## src/rtl/core/serial_frame_decoder_assert.svh

```systemverilog
// Assertion macros shared by the frame decoder front end and result queue.
`ifndef SERIAL_FRAME_DECODER_ASSERT_SVH
`define SERIAL_FRAME_DECODER_ASSERT_SVH

// Same-cycle implication, checked outside reset.
`define SFD_ASSERT_IMPLIES(label, clk, rstn, ante, cons, msg) \
    label: assert property (@(posedge clk) disable iff (!rstn) (ante) |-> (cons)) \
        else $error(msg);

// Next-cycle implication, checked outside reset.
`define SFD_ASSERT_NEXT(label, clk, rstn, ante, cons, msg) \
    label: assert property (@(posedge clk) disable iff (!rstn) (ante) |=> (cons)) \
        else $error(msg);

`endif

```

## src/rtl/core/sfd_pkg.sv

```systemverilog
// Shared types and constants of the serial frame decoder.
`timescale 1ns / 1ps

package sfd_pkg;

    localparam int unsigned MAX_PAYLOAD = 128;
    localparam int unsigned QUEUE_DEPTH_DEF = 4;

    localparam logic [7:0] START_BYTE_RST = 8'hFE;
    localparam logic [7:0] CHECKSUM_SEED_RST = 8'hFE;

    localparam int unsigned CFG_IDX_W = 1;
    localparam logic [CFG_IDX_W-1:0] REG_START_BYTE = 1'd0;
    localparam logic [CFG_IDX_W-1:0] REG_CHECKSUM_SEED = 1'd1;

    localparam logic KIND_PAYLOAD = 1'b0;
    localparam logic KIND_FRAME_END = 1'b1;

    localparam int unsigned TDATA_W = 56;

    typedef struct packed {
        logic        result_kind;
        logic [7:0]  data_byte;
        logic [6:0]  byte_index;
        logic [15:0] function_code;
        logic [15:0] payload_length;
        logic        frame_ok;
        logic        too_long;
    } sfd_result_t;

endpackage

```

## src/rtl/core/serial_frame_decoder.sv

```systemverilog
// Top level of the serial frame decoder: parser, result queue and output stage.
//
//   Channel   Direction  Beat content
//   s_        in         one received byte
//   m_        out        payload byte or end-of-frame report
//   cfg_      in         register write (0 start byte, 1 checksum seed)
//
// One byte is accepted every cycle; s_tready drops only when all QUEUE_DEPTH
// queue entries hold results that the master side has not yet taken.
// A result is written into the queue at the edge that accepts its byte, and moves
// to the output register once that register is empty or its beat is taken.
// Header bytes and payload bytes past the buffer size cause no beat.
// Reset is synchronous; there is no clearing pass.
`timescale 1ns / 1ps

module serial_frame_decoder
    import sfd_pkg::*;
#(
    parameter int unsigned QUEUE_DEPTH = QUEUE_DEPTH_DEF
) (
    input  logic                 aclk,
    input  logic                 aresetn,
    input  logic                 s_tvalid,
    output logic                 s_tready,
    input  logic [7:0]           s_tdata,    // rx_byte[7:0]
    output logic                 m_tvalid,
    input  logic                 m_tready,
    output logic [TDATA_W-1:0]   m_tdata,    // data_byte[7:0], byte_index[14:8],
                                             // function_code[30:15],
                                             // payload_length[46:31], frame_ok[47],
                                             // too_long[48], zero pad[55:49]
    output logic                 m_tuser,    // result_kind[0]
    input  logic                 cfg_valid,
    output logic                 cfg_ready,
    input  logic [CFG_IDX_W-1:0] cfg_index,
    input  logic [7:0]           cfg_data
);

    logic        accept;
    logic        push;
    logic        full;
    logic        pop;
    logic        q_valid;
    sfd_result_t front_result;
    sfd_result_t q_data;

    assign cfg_ready = 1'b1;
    assign s_tready  = !full;
    assign accept    = s_tvalid && s_tready;

    sfd_front u_front (
        .aclk        (aclk),
        .aresetn     (aresetn),
        .cfg_we_i    (cfg_valid && cfg_ready),
        .cfg_index_i (cfg_index),
        .cfg_data_i  (cfg_data),
        .accept_i    (accept),
        .rx_byte_i   (s_tdata),
        .push_o      (push),
        .result_o    (front_result)
    );

    sfd_queue #(
        .DEPTH (QUEUE_DEPTH)
    ) u_queue (
        .aclk    (aclk),
        .aresetn (aresetn),
        .push_i  (push),
        .data_i  (front_result),
        .full_o  (full),
        .pop_i   (pop),
        .valid_o (q_valid),
        .data_o  (q_data)
    );

    sfd_back u_back (
        .aclk      (aclk),
        .aresetn   (aresetn),
        .q_valid_i (q_valid),
        .q_data_i  (q_data),
        .q_pop_o   (pop),
        .m_tvalid  (m_tvalid),
        .m_tready  (m_tready),
        .m_tdata   (m_tdata),
        .m_tuser   (m_tuser)
    );

endmodule

```

## src/rtl/core/sfd_front.sv

```systemverilog
// Front end: configuration registers and the frame parser that produces result beats.
`timescale 1ns / 1ps

module sfd_front
    import sfd_pkg::*;
(
    input  logic                 aclk,
    input  logic                 aresetn,
    input  logic                 cfg_we_i,
    input  logic [CFG_IDX_W-1:0] cfg_index_i,
    input  logic [7:0]           cfg_data_i,
    input  logic                 accept_i,
    input  logic [7:0]           rx_byte_i,
    output logic                 push_o,
    output sfd_result_t          result_o
);

    `include "serial_frame_decoder_assert.svh"

    typedef enum logic [2:0] {
        PH_IDLE   = 3'd0,
        PH_FN_HI  = 3'd1,
        PH_FN_LO  = 3'd2,
        PH_LEN_HI = 3'd3,
        PH_LEN_LO = 3'd4,
        PH_DATA   = 3'd5,
        PH_CHECK  = 3'd6
    } phase_t;

    localparam logic [15:0] MaxLen = 16'(MAX_PAYLOAD);

    phase_t      phase_reg, phase_next;
    logic [15:0] func_reg, func_next;
    logic [15:0] len_reg, len_next;
    logic [15:0] cnt_reg, cnt_next;
    logic [7:0]  csum_reg, csum_next;
    logic [7:0]  start_reg;
    logic [7:0]  seed_reg;
    logic [15:0] len_full;
    logic [15:0] cnt_inc;
    logic        too_long;

    assign len_full = {len_reg[15:8], rx_byte_i};
    assign cnt_inc  = cnt_reg + 16'd1;
    assign too_long = len_reg > MaxLen;

    always_comb begin
        phase_next = phase_reg;
        func_next  = func_reg;
        len_next   = len_reg;
        cnt_next   = cnt_reg;
        csum_next  = csum_reg;
        push_o     = 1'b0;
        result_o   = '{
            result_kind:    KIND_PAYLOAD,
            data_byte:      8'd0,
            byte_index:     7'd0,
            function_code:  func_reg,
            payload_length: len_reg,
            frame_ok:       1'b0,
            too_long:       1'b0
        };
        if (accept_i) begin
            case (phase_reg)
                PH_FN_HI: begin
                    func_next  = {rx_byte_i, 8'd0};
                    csum_next  = csum_reg ^ rx_byte_i;
                    phase_next = PH_FN_LO;
                end
                PH_FN_LO: begin
                    func_next  = {func_reg[15:8], rx_byte_i};
                    csum_next  = csum_reg ^ rx_byte_i;
                    phase_next = PH_LEN_HI;
                end
                PH_LEN_HI: begin
                    len_next   = {rx_byte_i, 8'd0};
                    csum_next  = csum_reg ^ rx_byte_i;
                    phase_next = PH_LEN_LO;
                end
                PH_LEN_LO: begin
                    len_next   = len_full;
                    csum_next  = csum_reg ^ rx_byte_i;
                    cnt_next   = 16'd0;
                    phase_next = (len_full != 16'd0) ? PH_DATA : PH_CHECK;
                end
                PH_DATA: begin
                    csum_next = csum_reg ^ rx_byte_i;
                    if (cnt_reg < MaxLen) begin
                        push_o              = 1'b1;
                        result_o.data_byte  = rx_byte_i;
                        result_o.byte_index = cnt_reg[6:0];
                    end
                    cnt_next = cnt_inc;
                    if (cnt_inc >= len_reg) begin
                        phase_next = PH_CHECK;
                    end
                end
                PH_CHECK: begin
                    push_o               = 1'b1;
                    result_o.result_kind = KIND_FRAME_END;
                    result_o.too_long    = too_long;
                    result_o.frame_ok    = (csum_reg == rx_byte_i) && !too_long;
                    phase_next           = PH_IDLE;
                end
                default: begin
                    func_next = 16'd0;
                    len_next  = 16'd0;
                    cnt_next  = 16'd0;
                    if (rx_byte_i == start_reg) begin
                        csum_next  = seed_reg;
                        phase_next = PH_FN_HI;
                    end else begin
                        phase_next = PH_IDLE;
                    end
                end
            endcase
        end
    end

    always_ff @(posedge aclk) begin
        if (!aresetn) begin
            phase_reg <= PH_IDLE;
            func_reg  <= 16'd0;
            len_reg   <= 16'd0;
            cnt_reg   <= 16'd0;
            csum_reg  <= CHECKSUM_SEED_RST;
            start_reg <= START_BYTE_RST;
            seed_reg  <= CHECKSUM_SEED_RST;
        end else begin
            phase_reg <= phase_next;
            func_reg  <= func_next;
            len_reg   <= len_next;
            cnt_reg   <= cnt_next;
            csum_reg  <= csum_next;
            if (cfg_we_i && (cfg_index_i == REG_START_BYTE)) begin
                start_reg <= cfg_data_i;
            end
            if (cfg_we_i && (cfg_index_i == REG_CHECKSUM_SEED)) begin
                seed_reg <= cfg_data_i;
            end
        end
    end

    `SFD_ASSERT_IMPLIES(a_push_needs_beat, aclk, aresetn, push_o, accept_i, "result without input beat")
    `SFD_ASSERT_IMPLIES(a_data_emits, aclk, aresetn, accept_i && (phase_reg == PH_DATA) && (cnt_reg < MaxLen), push_o, "payload byte dropped")
    `SFD_ASSERT_NEXT(a_check_closes, aclk, aresetn, accept_i && (phase_reg == PH_CHECK), phase_reg == PH_IDLE, "frame not closed after checksum")

endmodule

```

## src/rtl/core/sfd_queue.sv

```systemverilog
// Short result queue between the parser and the output stage.
`timescale 1ns / 1ps

module sfd_queue
    import sfd_pkg::*;
#(
    parameter int unsigned DEPTH = QUEUE_DEPTH_DEF
) (
    input  logic        aclk,
    input  logic        aresetn,
    input  logic        push_i,
    input  sfd_result_t data_i,
    output logic        full_o,
    input  logic        pop_i,
    output logic        valid_o,
    output sfd_result_t data_o
);

    `include "serial_frame_decoder_assert.svh"

    localparam int unsigned PtrW = (DEPTH > 1) ? $clog2(DEPTH) : 1;
    localparam int unsigned CntW = $clog2(DEPTH + 1);
    localparam logic [PtrW-1:0] LastPtr = PtrW'(DEPTH - 1);
    localparam logic [CntW-1:0] FullCnt = CntW'(DEPTH);

    sfd_result_t     mem_reg [DEPTH];
    logic [PtrW-1:0] wr_ptr_reg;
    logic [PtrW-1:0] rd_ptr_reg;
    logic [CntW-1:0] count_reg;

    assign full_o  = count_reg == FullCnt;
    assign valid_o = count_reg != '0;
    assign data_o  = mem_reg[rd_ptr_reg];

    always_ff @(posedge aclk) begin
        if (push_i) begin
            mem_reg[wr_ptr_reg] <= data_i;
        end
    end

    always_ff @(posedge aclk) begin
        if (!aresetn) begin
            wr_ptr_reg <= '0;
            rd_ptr_reg <= '0;
            count_reg  <= '0;
        end else begin
            if (push_i) begin
                wr_ptr_reg <= (wr_ptr_reg == LastPtr) ? '0 : wr_ptr_reg + 1'b1;
            end
            if (pop_i) begin
                rd_ptr_reg <= (rd_ptr_reg == LastPtr) ? '0 : rd_ptr_reg + 1'b1;
            end
            if (push_i && !pop_i) begin
                count_reg <= count_reg + 1'b1;
            end else if (pop_i && !push_i) begin
                count_reg <= count_reg - 1'b1;
            end
        end
    end

    `SFD_ASSERT_IMPLIES(a_push_has_room, aclk, aresetn, push_i, count_reg < FullCnt, "queue overflow")
    `SFD_ASSERT_IMPLIES(a_pop_has_entry, aclk, aresetn, pop_i, count_reg != '0, "queue underflow")
    `SFD_ASSERT_NEXT(a_count_grows, aclk, aresetn, push_i && !pop_i, count_reg == $past(count_reg) + 1'b1, "queue count lost a push")

endmodule

```

## src/rtl/core/sfd_back.sv

```systemverilog
// Back end: output register that packs queued results into master-side beats.
`timescale 1ns / 1ps

module sfd_back
    import sfd_pkg::*;
(
    input  logic               aclk,
    input  logic               aresetn,
    input  logic               q_valid_i,
    input  sfd_result_t        q_data_i,
    output logic               q_pop_o,
    output logic               m_tvalid,
    input  logic               m_tready,
    output logic [TDATA_W-1:0] m_tdata,
    output logic               m_tuser
);

    logic               out_valid_reg;
    logic [TDATA_W-1:0] out_data_reg;
    logic               out_user_reg;
    logic [TDATA_W-1:0] packed_data;

    assign packed_data = {
        7'd0,
        q_data_i.too_long,
        q_data_i.frame_ok,
        q_data_i.payload_length,
        q_data_i.function_code,
        q_data_i.byte_index,
        q_data_i.data_byte
    };

    assign q_pop_o  = q_valid_i && (!out_valid_reg || m_tready);
    assign m_tvalid = out_valid_reg;
    assign m_tdata  = out_data_reg;
    assign m_tuser  = out_user_reg;

    always_ff @(posedge aclk) begin
        if (q_pop_o) begin
            out_data_reg <= packed_data;
            out_user_reg <= q_data_i.result_kind;
        end
    end

    always_ff @(posedge aclk) begin
        if (!aresetn) begin
            out_valid_reg <= 1'b0;
        end else if (q_pop_o) begin
            out_valid_reg <= 1'b1;
        end else if (m_tready) begin
            out_valid_reg <= 1'b0;
        end
    end

endmodule
```

## config.mk

```make
export PLATFORM = sky130hd
export DESIGN_NAME = serial_frame_decoder
export DESIGN_NICKNAME = d
export VERILOG_FILES = /design/src/rtl/core/sfd_pkg.sv /design/src/rtl/core/serial_frame_decoder.sv /design/src/rtl/core/sfd_front.sv /design/src/rtl/core/sfd_queue.sv /design/src/rtl/core/sfd_back.sv
export VERILOG_INCLUDE_DIRS = /design/src /design/src/rtl/core
export SDC_FILE = /design/constraint.sdc
export NUM_CORES = 1
export LEC_CHECK = 0
export ABC_CLOCK_PERIOD_IN_PS = 4800
export BUFFER_PORTS_ARGS = -buffer_cell sky130_fd_sc_hd__buf_2
export CELL_PAD_IN_SITES_DETAIL_PLACEMENT = 1
export CELL_PAD_IN_SITES_GLOBAL_PLACEMENT = 1
export CORE_MARGIN = 8
export CORE_UTILIZATION = 30
export DETAILED_ROUTE_END_ITERATION = 8
export GPL_TIMING_DRIVEN = 0
export HOLD_SLACK_MARGIN = 0.02
export PLACE_DENSITY = 0.62
export SETUP_SLACK_MARGIN = 0.15
export SYNTH_ARGS = -nofsm -noshare
export SYNTH_HDL_FRONTEND = slang
export SYNTH_SLANG_ARGS = --single-unit
```

## constraint.sdc

```tcl
create_clock -name aclk -period 4.8 [get_ports aclk]
set_input_delay 0.24 -clock aclk [delete_from_list [all_inputs] [get_ports aclk]]
set_output_delay 0.24 -clock aclk [all_outputs]
set_load 0.02 [all_outputs]
```

==> results.py <==
metrics = {
    "route": {
        "wl_per_cell_um": 18.95,
        "vias": 7882,
        "drt-initial-drc-count": 563,
        "via_per_inst": 4.720,
        "ant_nets": 0,
        "drt_wl_total_um": 31650,
        "drc": 0,
        "drt_first_pass_iters": 4,
    },
    "timing": {
        "setup_viol": 0,
        "fin_crit_sh": 0.7798,
        "rsz0062_at_grt": "no",
        "slew_violations": 0,
        "hold_viol_final": 0,
        "fin_crit_ns": 3.743,
        "postLayoutSetupSlackWorst_ns": 1.057,
        "fin_tns_setup_ns": 0,
        "relSlewSlack": 0.2502,
        "tightest_slew_ns": 1.116,
        "max_freq_ghz": 0.2672,
        "finClkSkew_ns": 0.01526,
    },
    "setup_path": {
        "startpoint_type": "register",
        "path_max_fanout": 9,
        "required_ns": 5.24,
        "slowest_stage": "nor3_1",
        "slowest_delay_ns": 0.91,
        "worst_setup_path_end_kind": "register",
        "rr_startpoint": "u_queue.count_reg[0]$_SDFFE_PN0P_",
        "arrival_ns": 4.19,
        "cp-startpoint": "u_queue.count_reg[0]$_SDFFE_PN0P_",
        "path_cells": "or3b_1, nand2_4, nor3_1, or2_2, clkbuf_1, ha_1, inv_1, fa_1, xor2_1, or3_1, a21oi_1",
        "path_class": "register to register",
    },
    "yosys": {
        "yosys-top-cells-area": "edfxtp_1, dfxtp_1, mux4_2",
        "yosysWarnings": 0,
        "synth_edf_count": 250,
        "ys_seq_elements": 333,
        "synth_cells": 926,
        "synth_top_cell_by_area": "edfxtp_1",
        "ys_async_sr_fraction": 0,
        "yosysSeqAreaShare": 0.6819,
        "synth.avg_cell_area_um2": 14.52,
        "yosysTopAreaCellShare": 0.5583,
        "yosysUniqueCellTypes": 54,
        "netlist_area_um2": 13450,
        "ys_dominant_reg_cell": "edfxtp_1",
        "synth_most_common_cell": "edfxtp_1",
        "netlist_top_cells_count": "edfxtp_1, dfxtp_1, nand2_1, a21oi_1, nand3_1",
    },
    "power": {
        "clockPowerShare": 0.368,
        "total_power_mw": 8.223,
        "max-vdd-ir-drop_mv": 0.2248,
        "switchingPower_mw": 2.231,
        "swShare": 0.2713,
        "p_int_mw": 5.992,
        "comb_power_share": 0.202,
        "pwr-share-seq": 0.431,
        "power.density_nw_per_um2": 512.3,
        "p_leak_nw": 5.577,
    },
    "clock_tree": {
        "cts-root-buf": "clkbuf_16",
        "cts_buffers": 36,
        "clk_pin_slew_worst_paths_ns": 0.06,
        "cts_tree": "built",
        "postCtsSetupBuffers": 0,
        "insertion_delay_ns": 0.53,
        "h-tree-depth": 2,
        "clock-sinks": 333,
        "cts_buffer_depth": 3,
    },
    "die": {
        "die_area_um2": 51850,
        "row_count": 77,
        "dieWidth_um": 227.7,
        "core-area_um2": 44220,
        "io_pins": 82,
        "die_h_um": 227.7,
        "initial_utilization": 0.3040,
    },
    "global_route": {
        "antenna_found_initial": 0,
        "grt_first_pass_wirelength_um": 49780,
        "gr-total-overflow": 0,
        "grt_pass1_vias": 8288,
        "grtUsageTotal": 0.1212,
        "grt_max_degree": 51,
    },
    "finish": {
        "area_growth_pct": 19.39,
        "largest_reg_flops": 200,
        "drive_gt1_frac": 0.2032,
        "post-route-util": 0.3630,
        "n_antenna_cell": 0,
        "final_cells": 1670,
        "nets": 1096,
    },
    "job": {
        "drv_cap": 0,
    },
    "min_path": {
        "min_path_type": "primary input to register",
        "hp-start": "s_tdata[3]",
    },
    "placement": {
        "io_buffers": 64,
        "hpwl_um": 21230,
        "placed_cells": 1590,
        "gp_congestion": 0.7644,
        "place_ws_ns": 1.088,
    },
    "outcome": {
        "status": "completed",
    },
}
metal layers:
layer / vias up / part of all wire / track usage / routed length [um]
li1: 3700 / - / - / -
met1: 4006 / 0.46 / 0.1596 / 14710
met2: 134 / 0.48 / 0.2013 / 15120
met3: 42 / 0.040 / 0.02283 / 1265
met4: 0 / 0.018 / 0.03592 / 567
met5: - / 0 / 0 / 0
stage by stage:
stage                     cell area [um2]  hold slack, ns
after global placement              14530          0.4550
after global routing                16050         0.02950
final                               16050         0.04130
after detailed placement            14600          0.4716
after floorplan                     13470          0.3640
after CTS                           16050         0.02078
final timing paths:
path / end / slack [ns] / cells past startpoint
max: u_queue.count_reg[2]$_SDFFE_PN0P_ / 1.06 / 11
min: u_front.func_reg[3]$_SDFFE_PN0P_ / 0.04 / 3
max reg2reg: u_queue.count_reg[2]$_SDFFE_PN0P_ / 1.06 / 11
min reg2reg: u_front.seed_reg[6]$_SDFFE_PN1P_ / 0.48 / 2
repair_timing:
action,in CTS,in global routing
hold buffers,14,0
endpoints found under the hold margin,31,0
resized for setup,0,0
placed cells by master, fill, tap and decap left out, types with 32 or more instances in the layout:
cell       Yosys  routed
edfxtp_1     250     250
dfxtp_1       83      83
nand2_1       80      80
buf_2         10      74
a21oi_1       62      61
nand3_1       61      61
mux4_2        50      50
nor2_1        41      41
clkbuf_16      0      37
clkbuf_1      31      35
o21ai_0       33      33
inv_1         32      32
power groups by stage:
stage               clock network, mW  logic, mW  registers (mW)
CTS                              3.11       1.71            3.55
floorplan                           0      0.794            3.92
finish                           3.02       1.66            3.54
detailed placement                  0       1.70            3.61
global route                     3.21       1.81            3.57
global placement                    0       1.59            3.61
logic make-up (layout without fill, tap and decap cells):
family	after synthesis	in the layout	share of synthesized area
buffers and inverters	93	239	0.03471
muxes	52	52	0.08524
DFF	333	333	0.6819
and+or+nand+nor	263	263	0.09883
AOI/OAI and AO/OA	127	127	0.05388
other	2	8	0.0005586
xor gates and xnor gates	32	32	0.02196
adders and majority gates	24	24	0.02289
worst max-delay path, delay by kind of cell (launching register included):
| kind | cells | cell delay (ns) |
|---|---|---|
| AO/OA/AOI/OAI | 1 | 0.14 |
| flip-flops | 1 | 0.40 |
| adder cells (fa/ha/maj) | 2 | 0.64 |
| AND/OR/NAND/NOR | 5 | 1.88 |
| XOR/XNOR | 1 | 0.16 |
| buffers and inverters | 2 | 0.41 |
cell type report:
cell class	count	area, um2
well taps	592	740.7
flip-flops and latches	333	9169
clock buffers	44	982.2
repair buffers	80	508.0
clock inverters	22	332.8
multi-input cells	506	3854
inverters	33	123.9
fillers	4558	28170
plain buffers	60	342.8
Note: power is estimated with default switching activity, not from simulation.
